`config.mk`:
```
export PLATFORM = sky130hd
export DESIGN_NAME = block_hash_288bit_unit
export DESIGN_NICKNAME = d
export VERILOG_FILES = /design/src/design/bh288_pkg.sv /design/src/design/bh288_front.sv /design/src/design/bh288_queue.sv /design/src/design/bh288_back.sv /design/src/design/block_hash_288bit_unit.sv
export SDC_FILE = /design/constraint.sdc
export NUM_CORES = 2
export LEC_CHECK = 0
export BUFFER_PORTS_ARGS = -buffer_cell sky130_fd_sc_hd__buf_2
export CAP_MARGIN = 20
export CORE_ASPECT_RATIO = 1.25
export CORE_MARGIN = 2
export CORE_UTILIZATION = 60
export CTS_BUF_LIST = sky130_fd_sc_hd__clkbuf_8
export CTS_CLUSTER_DIAMETER = 120
export DETAILED_ROUTE_END_ITERATION = 8
export HOLD_SLACK_MARGIN = 0.12
export PLACE_DENSITY = 0.75
export SLEW_MARGIN = 30
export SYNTH_ARGS = -nofsm -noshare
export SYNTH_HDL_FRONTEND = slang
export SYNTH_SLANG_ARGS = --single-unit
```
`constraint.sdc`:
```
create_clock -name clk -period 88.4 [get_ports clk]
set_input_delay 4.42 -clock clk [delete_from_list [all_inputs] [get_ports clk]]
set_output_delay 4.42 -clock clk [all_outputs]
set_load 0.02 [all_outputs]
```
`src/design/bh288_pkg.sv`:
```
// package for the 288-bit block hash unit
// holds sizes, the initial chaining value, rotate helpers and shared types
// no dependencies
package bh288_pkg;

  localparam int BLOCK_BYTES = 72;
  localparam int BLOCK_WORDS = 18;
  localparam int CHAIN_WORDS = 9;
  localparam int ROUNDS      = 64;
  localparam int CNT_W       = 7;
  localparam int ROUND_W     = 6;
  localparam int NUM_W       = 4;
  localparam int OUT_TDATA_W = 40;

  localparam logic [7:0] PAD_BYTE = 8'h80;
  localparam logic [CNT_W-1:0] LAST_BYTE_POS = CNT_W'(BLOCK_BYTES - 1);
  localparam logic [ROUND_W-1:0] LAST_ROUND = ROUND_W'(ROUNDS - 1);
  localparam logic [NUM_W-1:0] LAST_NUM = NUM_W'(CHAIN_WORDS - 1);

  localparam logic [31:0] IV [CHAIN_WORDS] = '{
    32'h243F6A88, 32'h85A308D3, 32'h13198A2E, 32'h03707344, 32'hA4093822,
    32'h299F31D0, 32'h082EFA98, 32'hEC4E6C89, 32'h452821E6
  };

  typedef logic [BLOCK_WORDS-1:0][31:0] bh288_block_t;

  typedef struct packed {
    logic         compress;
    logic         emit;
    bh288_block_t block;
  } bh288_cmd_t;

  typedef struct packed {
    logic valid;
    logic full;
  } bh288_qstat_t;

  typedef enum logic [1:0] {
    BACK_IDLE,
    BACK_ROUND,
    BACK_FINAL,
    BACK_EMIT
  } bh288_state_t;

  function automatic logic [31:0] rotl32(input logic [31:0] v, input logic [4:0] r);
    logic [63:0] w;
    w = {v, v} << r;
    return w[63:32];
  endfunction

  function automatic logic [31:0] rotr32(input logic [31:0] v, input logic [4:0] r);
    logic [63:0] w;
    w = {v, v} >> r;
    return w[31:0];
  endfunction

endpackage

```
`src/design/bh288_front.sv`:
```
// front part: takes byte and finish words, packs bytes into the block buffer
// and pushes compress / emit commands; depends on bh288_pkg
module bh288_front
  import bh288_pkg::*;
(
  input  logic       clk,
  input  logic       rst,
  input  logic       s_tvalid,
  output logic       s_tready,
  input  logic [7:0] s_tdata,  // data_byte
  input  logic       s_tuser,  // kind
  input  bh288_qstat_t qstat,
  output logic       push,
  output bh288_cmd_t cmd
);

  logic [CNT_W-1:0] count;
  logic [CNT_W-1:0] count_next;
  logic [7:0]       byte_buf [BLOCK_BYTES];
  logic [7:0]       blk_bytes [BLOCK_BYTES];
  logic             accept;

  assign s_tready = !qstat.full;
  assign accept   = s_tvalid && s_tready;

  // padded or completed block as it would be pushed this cycle
  always_comb begin
    for (int p = 0; p < BLOCK_BYTES; p++) begin
      if (CNT_W'(p) < count) begin
        blk_bytes[p] = byte_buf[p];
      end else if (CNT_W'(p) == count) begin
        blk_bytes[p] = s_tuser ? PAD_BYTE : s_tdata;
      end else begin
        blk_bytes[p] = 8'h00;
      end
    end
    for (int w = 0; w < BLOCK_WORDS; w++) begin
      cmd.block[w] = {blk_bytes[4*w], blk_bytes[4*w+1], blk_bytes[4*w+2], blk_bytes[4*w+3]};
    end
    cmd.compress = s_tuser ? (count != '0) : 1'b1;
    cmd.emit     = s_tuser;
    push         = accept && (s_tuser || (count == LAST_BYTE_POS));
  end

  always_comb begin
    count_next = count;
    if (accept) begin
      if (s_tuser || (count == LAST_BYTE_POS)) begin
        count_next = '0;
      end else begin
        count_next = count + 1'b1;
      end
    end
  end

  always_ff @(posedge clk) begin
    if (rst) begin
      count <= '0;
    end else begin
      count <= count_next;
    end
  end

  always_ff @(posedge clk) begin
    if (accept && !s_tuser) begin
      byte_buf[count] <= s_tdata;
    end
  end

endmodule

```
`src/design/bh288_queue.sv`:
```
// two-entry command queue between front and back
// depends on bh288_pkg
module bh288_queue
  import bh288_pkg::*;
(
  input  logic         clk,
  input  logic         rst,
  input  logic         push,
  input  bh288_cmd_t   push_cmd,
  input  logic         pop,
  output bh288_cmd_t   head,
  output bh288_qstat_t qstat
);

  bh288_cmd_t  entries [2];
  logic        wr_ptr;
  logic        rd_ptr;
  logic [1:0]  fill;

  assign head        = entries[rd_ptr];
  assign qstat.valid = (fill != 2'd0);
  assign qstat.full  = (fill == 2'd2);

  always_ff @(posedge clk) begin
    if (rst) begin
      wr_ptr <= 1'b0;
      rd_ptr <= 1'b0;
      fill   <= 2'd0;
    end else begin
      if (push) begin
        wr_ptr <= !wr_ptr;
      end
      if (pop) begin
        rd_ptr <= !rd_ptr;
      end
      if (push && !pop) begin
        fill <= fill + 2'd1;
      end else if (pop && !push) begin
        fill <= fill - 2'd1;
      end
    end
  end

  always_ff @(posedge clk) begin
    if (push) begin
      entries[wr_ptr] <= push_cmd;
    end
  end

endmodule

```
`src/design/bh288_back.sv`:
```
// back part: 64-round compression on rotating chain and block rings,
// final feed-forward and digest emission; depends on bh288_pkg
module bh288_back
  import bh288_pkg::*;
(
  input  logic         clk,
  input  logic         rst,
  input  bh288_qstat_t qstat,
  input  bh288_cmd_t   head,
  output logic         pop,
  output logic         m_tvalid,
  input  logic         m_tready,
  output logic [OUT_TDATA_W-1:0] m_tdata,  // digest_word, word_number, zero fill
  output logic         m_tlast             // last_word
);

  bh288_state_t       state;
  bh288_state_t       state_next;
  logic [31:0]        chain [CHAIN_WORDS];
  logic [31:0]        mring [BLOCK_WORDS];
  logic [ROUND_W-1:0] rnd;
  logic [ROUND_W-1:0] r9;
  logic [3:0]         c10;
  logic               emit_pend;
  logic [NUM_W-1:0]   word_num;
  logic [ROUND_W-1:0] lag;
  logic [ROUND_W-1:0] rr;
  logic [31:0]        m_sel;
  logic [31:0]        f1;
  logic [31:0]        f2;
  logic [31:0]        new_word;
  logic               out_take;

  assign out_take = m_tvalid && m_tready;

  // round datapath, ring taps are fixed per role
  always_comb begin
    lag = rnd - r9;
    case (lag[2:0])
      3'd0:    m_sel = mring[0];
      3'd1:    m_sel = mring[17];
      3'd2:    m_sel = mring[16];
      3'd3:    m_sel = mring[15];
      3'd4:    m_sel = mring[14];
      3'd5:    m_sel = mring[13];
      3'd6:    m_sel = mring[12];
      default: m_sel = mring[11];
    endcase
    if (rnd >= ROUND_W'(58)) begin
      rr = rnd - ROUND_W'(58);
    end else if (rnd >= ROUND_W'(29)) begin
      rr = rnd - ROUND_W'(29);
    end else begin
      rr = rnd;
    end
    f1       = (chain[1] ^ mring[0]) ^ rotl32(chain[4], r9[4:0]);
    f2       = (chain[5] + m_sel) ^ rotr32(chain[7], rr[4:0]);
    new_word = f1 + f2 + chain[0];
  end

  always_comb begin
    state_next = state;
    case (state)
      BACK_IDLE: begin
        if (qstat.valid) begin
          state_next = head.compress ? BACK_ROUND : BACK_EMIT;
        end
      end
      BACK_ROUND: begin
        if (rnd == LAST_ROUND) begin
          state_next = BACK_FINAL;
        end
      end
      BACK_FINAL: begin
        state_next = emit_pend ? BACK_EMIT : BACK_IDLE;
      end
      BACK_EMIT: begin
        if (out_take && (word_num == LAST_NUM)) begin
          state_next = BACK_IDLE;
        end
      end
      default: state_next = BACK_IDLE;
    endcase
  end

  always_comb begin
    pop      = 1'b0;
    m_tvalid = 1'b0;
    case (state)
      BACK_IDLE:  pop = qstat.valid;
      BACK_EMIT:  m_tvalid = 1'b1;
      default: begin
        pop      = 1'b0;
        m_tvalid = 1'b0;
      end
    endcase
  end

  assign m_tdata = {{(OUT_TDATA_W - 32 - NUM_W){1'b0}}, word_num, chain[0]};
  assign m_tlast = (word_num == LAST_NUM);

  always_ff @(posedge clk) begin
    if (rst) begin
      state     <= BACK_IDLE;
      rnd       <= '0;
      r9        <= '0;
      c10       <= '0;
      emit_pend <= 1'b0;
      word_num  <= '0;
      for (int i = 0; i < CHAIN_WORDS; i++) begin
        chain[i] <= IV[i];
      end
    end else begin
      state <= state_next;
      case (state)
        BACK_IDLE: begin
          rnd       <= '0;
          r9        <= '0;
          c10       <= '0;
          word_num  <= '0;
          emit_pend <= head.emit;
        end
        BACK_ROUND: begin
          rnd <= rnd + 1'b1;
          c10 <= (c10 == 4'd9) ? 4'd0 : c10 + 4'd1;
          if (c10 != 4'd0) begin
            r9 <= r9 + 1'b1;
          end
          for (int i = 0; i < CHAIN_WORDS - 1; i++) begin
            chain[i] <= chain[i+1];
          end
          chain[CHAIN_WORDS-1] <= new_word;
        end
        BACK_FINAL: begin
          // ring is one ahead after the last round: realign and feed forward
          for (int i = 0; i < CHAIN_WORDS; i++) begin
            chain[i] <= chain[(i + CHAIN_WORDS - 1) % CHAIN_WORDS] ^ mring[i + 8];
          end
        end
        BACK_EMIT: begin
          if (out_take) begin
            word_num <= word_num + 1'b1;
            if (word_num == LAST_NUM) begin
              for (int i = 0; i < CHAIN_WORDS; i++) begin
                chain[i] <= IV[i];
              end
            end else begin
              for (int i = 0; i < CHAIN_WORDS - 1; i++) begin
                chain[i] <= chain[i+1];
              end
              chain[CHAIN_WORDS-1] <= chain[0];
            end
          end
        end
        default: begin
          rnd <= '0;
        end
      endcase
    end
  end

  always_ff @(posedge clk) begin
    if (pop && head.compress) begin
      for (int j = 0; j < BLOCK_WORDS; j++) begin
        mring[j] <= head.block[j];
      end
    end else if (state == BACK_ROUND) begin
      for (int j = 0; j < BLOCK_WORDS - 1; j++) begin
        mring[j] <= mring[j+1];
      end
      mring[BLOCK_WORDS-1] <= mring[0];
    end
  end

endmodule

```
`src/design/block_hash_288bit_unit.sv`:
```
// top level of the 288-bit block hash unit
// depends on bh288_pkg, bh288_front, bh288_queue, bh288_back
//
// input stream: one word per item, tuser = kind (0 byte, 1 finish),
// tdata = message byte. bytes are packed big-endian into 72-byte blocks.
// output stream: nine digest words per finish, tdata[31:0] digest word,
// tdata[35:32] word number, tlast on word 8.
// the front accepts one word per cycle while the two-entry command queue
// has room; a full block or a finish pushes one command.
// the back fetches each block from the queue, runs the rounds at one round a
// cycle and then does the feed-forward, so it keeps up with one byte per cycle on
// long messages. with the back idle, a finish gives its first digest word after
// the rounds and the feed-forward of its partial block (straight after the fetch
// with no partial block), then one word per cycle while the receiver takes them.
// when the receiver stalls the back holds its word; the front keeps filling
// the next block and the queue until it is full.
// reset clears the byte count, the queue and the state machine and loads
// the initial chaining value.
module block_hash_288bit_unit
  import bh288_pkg::*;
(
  input  logic                   clk,
  input  logic                   rst,
  input  logic                   s_tvalid,
  output logic                   s_tready,
  input  logic [7:0]             s_tdata,  // data_byte
  input  logic                   s_tuser,  // kind
  output logic                   m_tvalid,
  input  logic                   m_tready,
  output logic [OUT_TDATA_W-1:0] m_tdata,  // digest_word, word_number, zero fill
  output logic                   m_tlast   // last_word
);

  logic         push;
  logic         pop;
  bh288_cmd_t   push_cmd;
  bh288_cmd_t   head;
  bh288_qstat_t qstat;

  bh288_front u_front (
    .clk      (clk),
    .rst      (rst),
    .s_tvalid (s_tvalid),
    .s_tready (s_tready),
    .s_tdata  (s_tdata),
    .s_tuser  (s_tuser),
    .qstat    (qstat),
    .push     (push),
    .cmd      (push_cmd)
  );

  bh288_queue u_queue (
    .clk      (clk),
    .rst      (rst),
    .push     (push),
    .push_cmd (push_cmd),
    .pop      (pop),
    .head     (head),
    .qstat    (qstat)
  );

  bh288_back u_back (
    .clk      (clk),
    .rst      (rst),
    .qstat    (qstat),
    .head     (head),
    .pop      (pop),
    .m_tvalid (m_tvalid),
    .m_tready (m_tready),
    .m_tdata  (m_tdata),
    .m_tlast  (m_tlast)
  );

  a_no_overflow: assert property (@(posedge clk) disable iff (rst)
    push |-> !qstat.full)
    else $error("command pushed into full queue");

  a_no_underflow: assert property (@(posedge clk) disable iff (rst)
    pop |-> qstat.valid)
    else $error("command popped from empty queue");

  a_last_number: assert property (@(posedge clk) disable iff (rst)
    (m_tvalid && m_tlast) |-> (m_tdata[35:32] == LAST_NUM))
    else $error("tlast on wrong digest word");

  a_digest_ends: assert property (@(posedge clk) disable iff (rst)
    (m_tvalid && m_tready && m_tlast) |=> !m_tvalid)
    else $error("output still valid after final digest word");

endmodule
```
==> metrics <==
count of final setup violators 0; IO Port Bufs 51; R2R depth 29; first-pass GRT wire length 510400 um; routed wire length approximately 360000 um; # hold bufs at CTS 0; P&R area growth vs syn 8.914%; Post-Syn Area roughly 120000 um2; Most used DFF post-synth edfxtp_1; Worst R2R End u_back.chain[0][287]$_DFFE_PP_; post-CTS sizing 0; outcome finished, final reports clean; Post-CTS Setup Inserts 0; CTS buffer count slightly above 400; Crit-path slowest cell fa_4; slowest cell delay on critical path roughly 1000 ps; final period utilization 0.1109; Reg clk slew, reported paths around 70 ps; Clk Latency, worst-skew pair approximately 1100 ps; final hold vios 0; Bufs on Longest Clock Path 4; Vias/cell ~6.5; DP HPWL around 250000 um; GR Overflow Total 0; Leak Pwr about 42 nW; Post-synth EDFFs 2596; Root Driver clkbuf_8; layout cells sized above 1 0.1032; Worst setup EP type register; initial antenna violation count 12; maximum vdd drop roughly 0.000066 V; First DRT Iteration DRCs approximately 10k; Syn Area/Cell roughly 14 um2; fmax around 100 MHz; Die Ht 495.5 um; clk_skew 122.6 ps; CTS H-tree lvls 5; RR Startpoint u_back.r9[1]$_SDFFE_PP0P_; Routed WL per cell about 32 um; Unique masters post-synth between 80 and 90; register area share after synthesis 0.6783; Worst Hold Class reg2reg; Initial Util 0.6028; width of the die 397.2 um; Final Max Slew Viols 0; Synth top cells by count edfxtp_1 (2596), nor2_1 (892), a21oi_1 (816); fin crit period slightly below 10000 ps; setup TNS 0 ps; CP max FO 36; Worst-Margin Slew ~1200 ps; post-synth top area share 0.6724; Crit path arrival time approximately 11000 ps; final net count roughly 8.8k; Synth Warn # 0; Syn Inst Count approximately 8.6k; Overall Global Routing Usage 0.3665; ANT nets after route 0; die area slightly below 200000 um2; synthesized flop and latch total 2630; clock net sink count between 2k and 3k; Req. time, crit path just under 90000 ps; pwr/cell area between 40 and 50 nW/um2; largest net degree at the start of global routing 169; TritonCTS clock tree built; Relative slew margins 0.1839; R2R setup slack approximately 80000 ps; RSZ-0062 raised after global routing false; vias in the first global route 71.36k; top post-synthesis cells by area edfxtp_1 (67%), mux2i_1 (7.0%), a21oi_1 (3.5%); worst hold stages 2; DRC 0; asr flop ratio synth 0; # IOs 56; CP Launch Type register; gpl congestion around 0.95; DR pass1 iterations 8; hold slack slightly above 500 ps; top-count cell post-synth edfxtp_1; routed via count 74.92k; critical path type reg2reg; hold_sp u_queue.rd_ptr$_SDFFE_PP0P_; maxcap violations 0; Rows 180; Synth area leader edfxtp_1; Core Footprint slightly below 200000 um2
-- cell families (layout without fill, tap and decap cells) --
family	Yosys count	count (layout)	synth area share
compound gates	1869	1869	0.09557
flops	2630	2630	0.6783
mux	939	939	0.08694
fa+ha+maj	114	114	0.01451
other cells	1	9	0.00003235
simple gates	1901	1901	0.06595
xor+xnor	456	456	0.03475
buf+inv	669	1056	0.02396
-- critical path: cells and delay by family, from the launching register on --
| family | cells | cell delay (ps) |
|---|---|---|
| AOI/OAI and AO/OA | 13 | 3480 |
| adders and majority gates | 4 | 2180 |
| DFF | 1 | 960 |
| and+or+nand+nor | 6 | 1520 |
| xor gates and xnor gates | 3 | 760 |
| buffers and inverters | 3 | 470 |
-- cell type report --
type,instances,area (um2)
sequential,2630,78640
fill,13730,66070
multi-input combinational,5283,34830
tap,2548,3188
antenna,5,12.51
inverter,124,465.4
timing repair buffer,211,1710
clock buffer,410,5643
clock inverter,311,1774
-- stage by stage --
stage	std cells	total power [mW]	area (um2)	setup WS [ps]	util
after floorplan	8582	3.971	115900	42370	-
after detailed placement	10790	4.643	118700	78730	0.6170
after CTS	11510	5.593	126100	78620	0.6556
after global routing	11520	5.899	126300	78220	0.6565
after global placement	10790	4.636	118600	78470	0.6165
final	11520	5.630	126300	78600	0.6565
-- power breakdown --
group	internal [mW]	total, mW	switching, mW
combinational	1.01	2.65	1.65
clock	0.482	0.954	0.473
sequential	1.71	2.02	0.312
total	3.20	5.63	2.43
-- worst max-delay path by stage --
stage               cells after the start  slack [ps]                              end                      start
finish                                 29       78600   u_back.chain[0][287]$_DFFE_PP_  u_back.r9[1]$_SDFFE_PP0P_
floorplan                               4       42370  u_queue.entries[0][0]$_DFFE_PP_                    s_tuser
global route                           29       78220   u_back.chain[0][287]$_DFFE_PP_  u_back.r9[1]$_SDFFE_PP0P_
CTS                                    29       78620   u_back.chain[0][287]$_DFFE_PP_  u_back.r9[1]$_SDFFE_PP0P_
detailed placement                     29       78730   u_back.chain[0][287]$_DFFE_PP_  u_back.r9[1]$_SDFFE_PP0P_
global placement                       29       78470   u_back.chain[0][287]$_DFFE_PP_  u_back.r9[1]$_SDFFE_PP0P_
-- metal layers --
layer  global-route usage  up-vias  share of wire
met1               0.4894    36850           0.35
li1                     -    32060              -
met3              0.08119      858           0.13
met4               0.1923        4          0.060
met5                    0        -       0.000071
met2               0.5676     5149           0.46
-- state kept, by name (all words and copies together), names as in the netlist, named ones only --
name and count:
u_back.word_num 4, u_back.c10 4, u_back.state 2, u_back.mring 576, u_queue.rd_ptr 1, u_front.count 7, u_back.chain 288, u_back.emit_pend 1
u_front.byte_buf 576, u_queue.entries 1156, u_queue.wr_ptr 1, u_back.rnd 6, u_back.r9 5, u_queue.fill 2
-- cell usage in the layout, fill, tap and decap left out, drive strengths merged, types with 12 or more instances in the layout --
cell      instances
clkinvlp         13
mux2             76
a221oi           12
a22oi            35
nand2b           32
clkbuf          410
mux4             44
ha               80
nor2b            19
dfxtp            34
fa               34
or3              15
and3             20
o31ai           246
nor2            893
o21bai           18
a21o             36
nor3             22
edfxtp         2596
mux2i           819
or2              14
bufinv           17
buf             211
a22o            121
o21ai           485
xnor2           372
nand3            58
xor2             82
clkinv          175
inv             230
nand2           785
a21oi           818
Power figures use the tool's default switching activity.
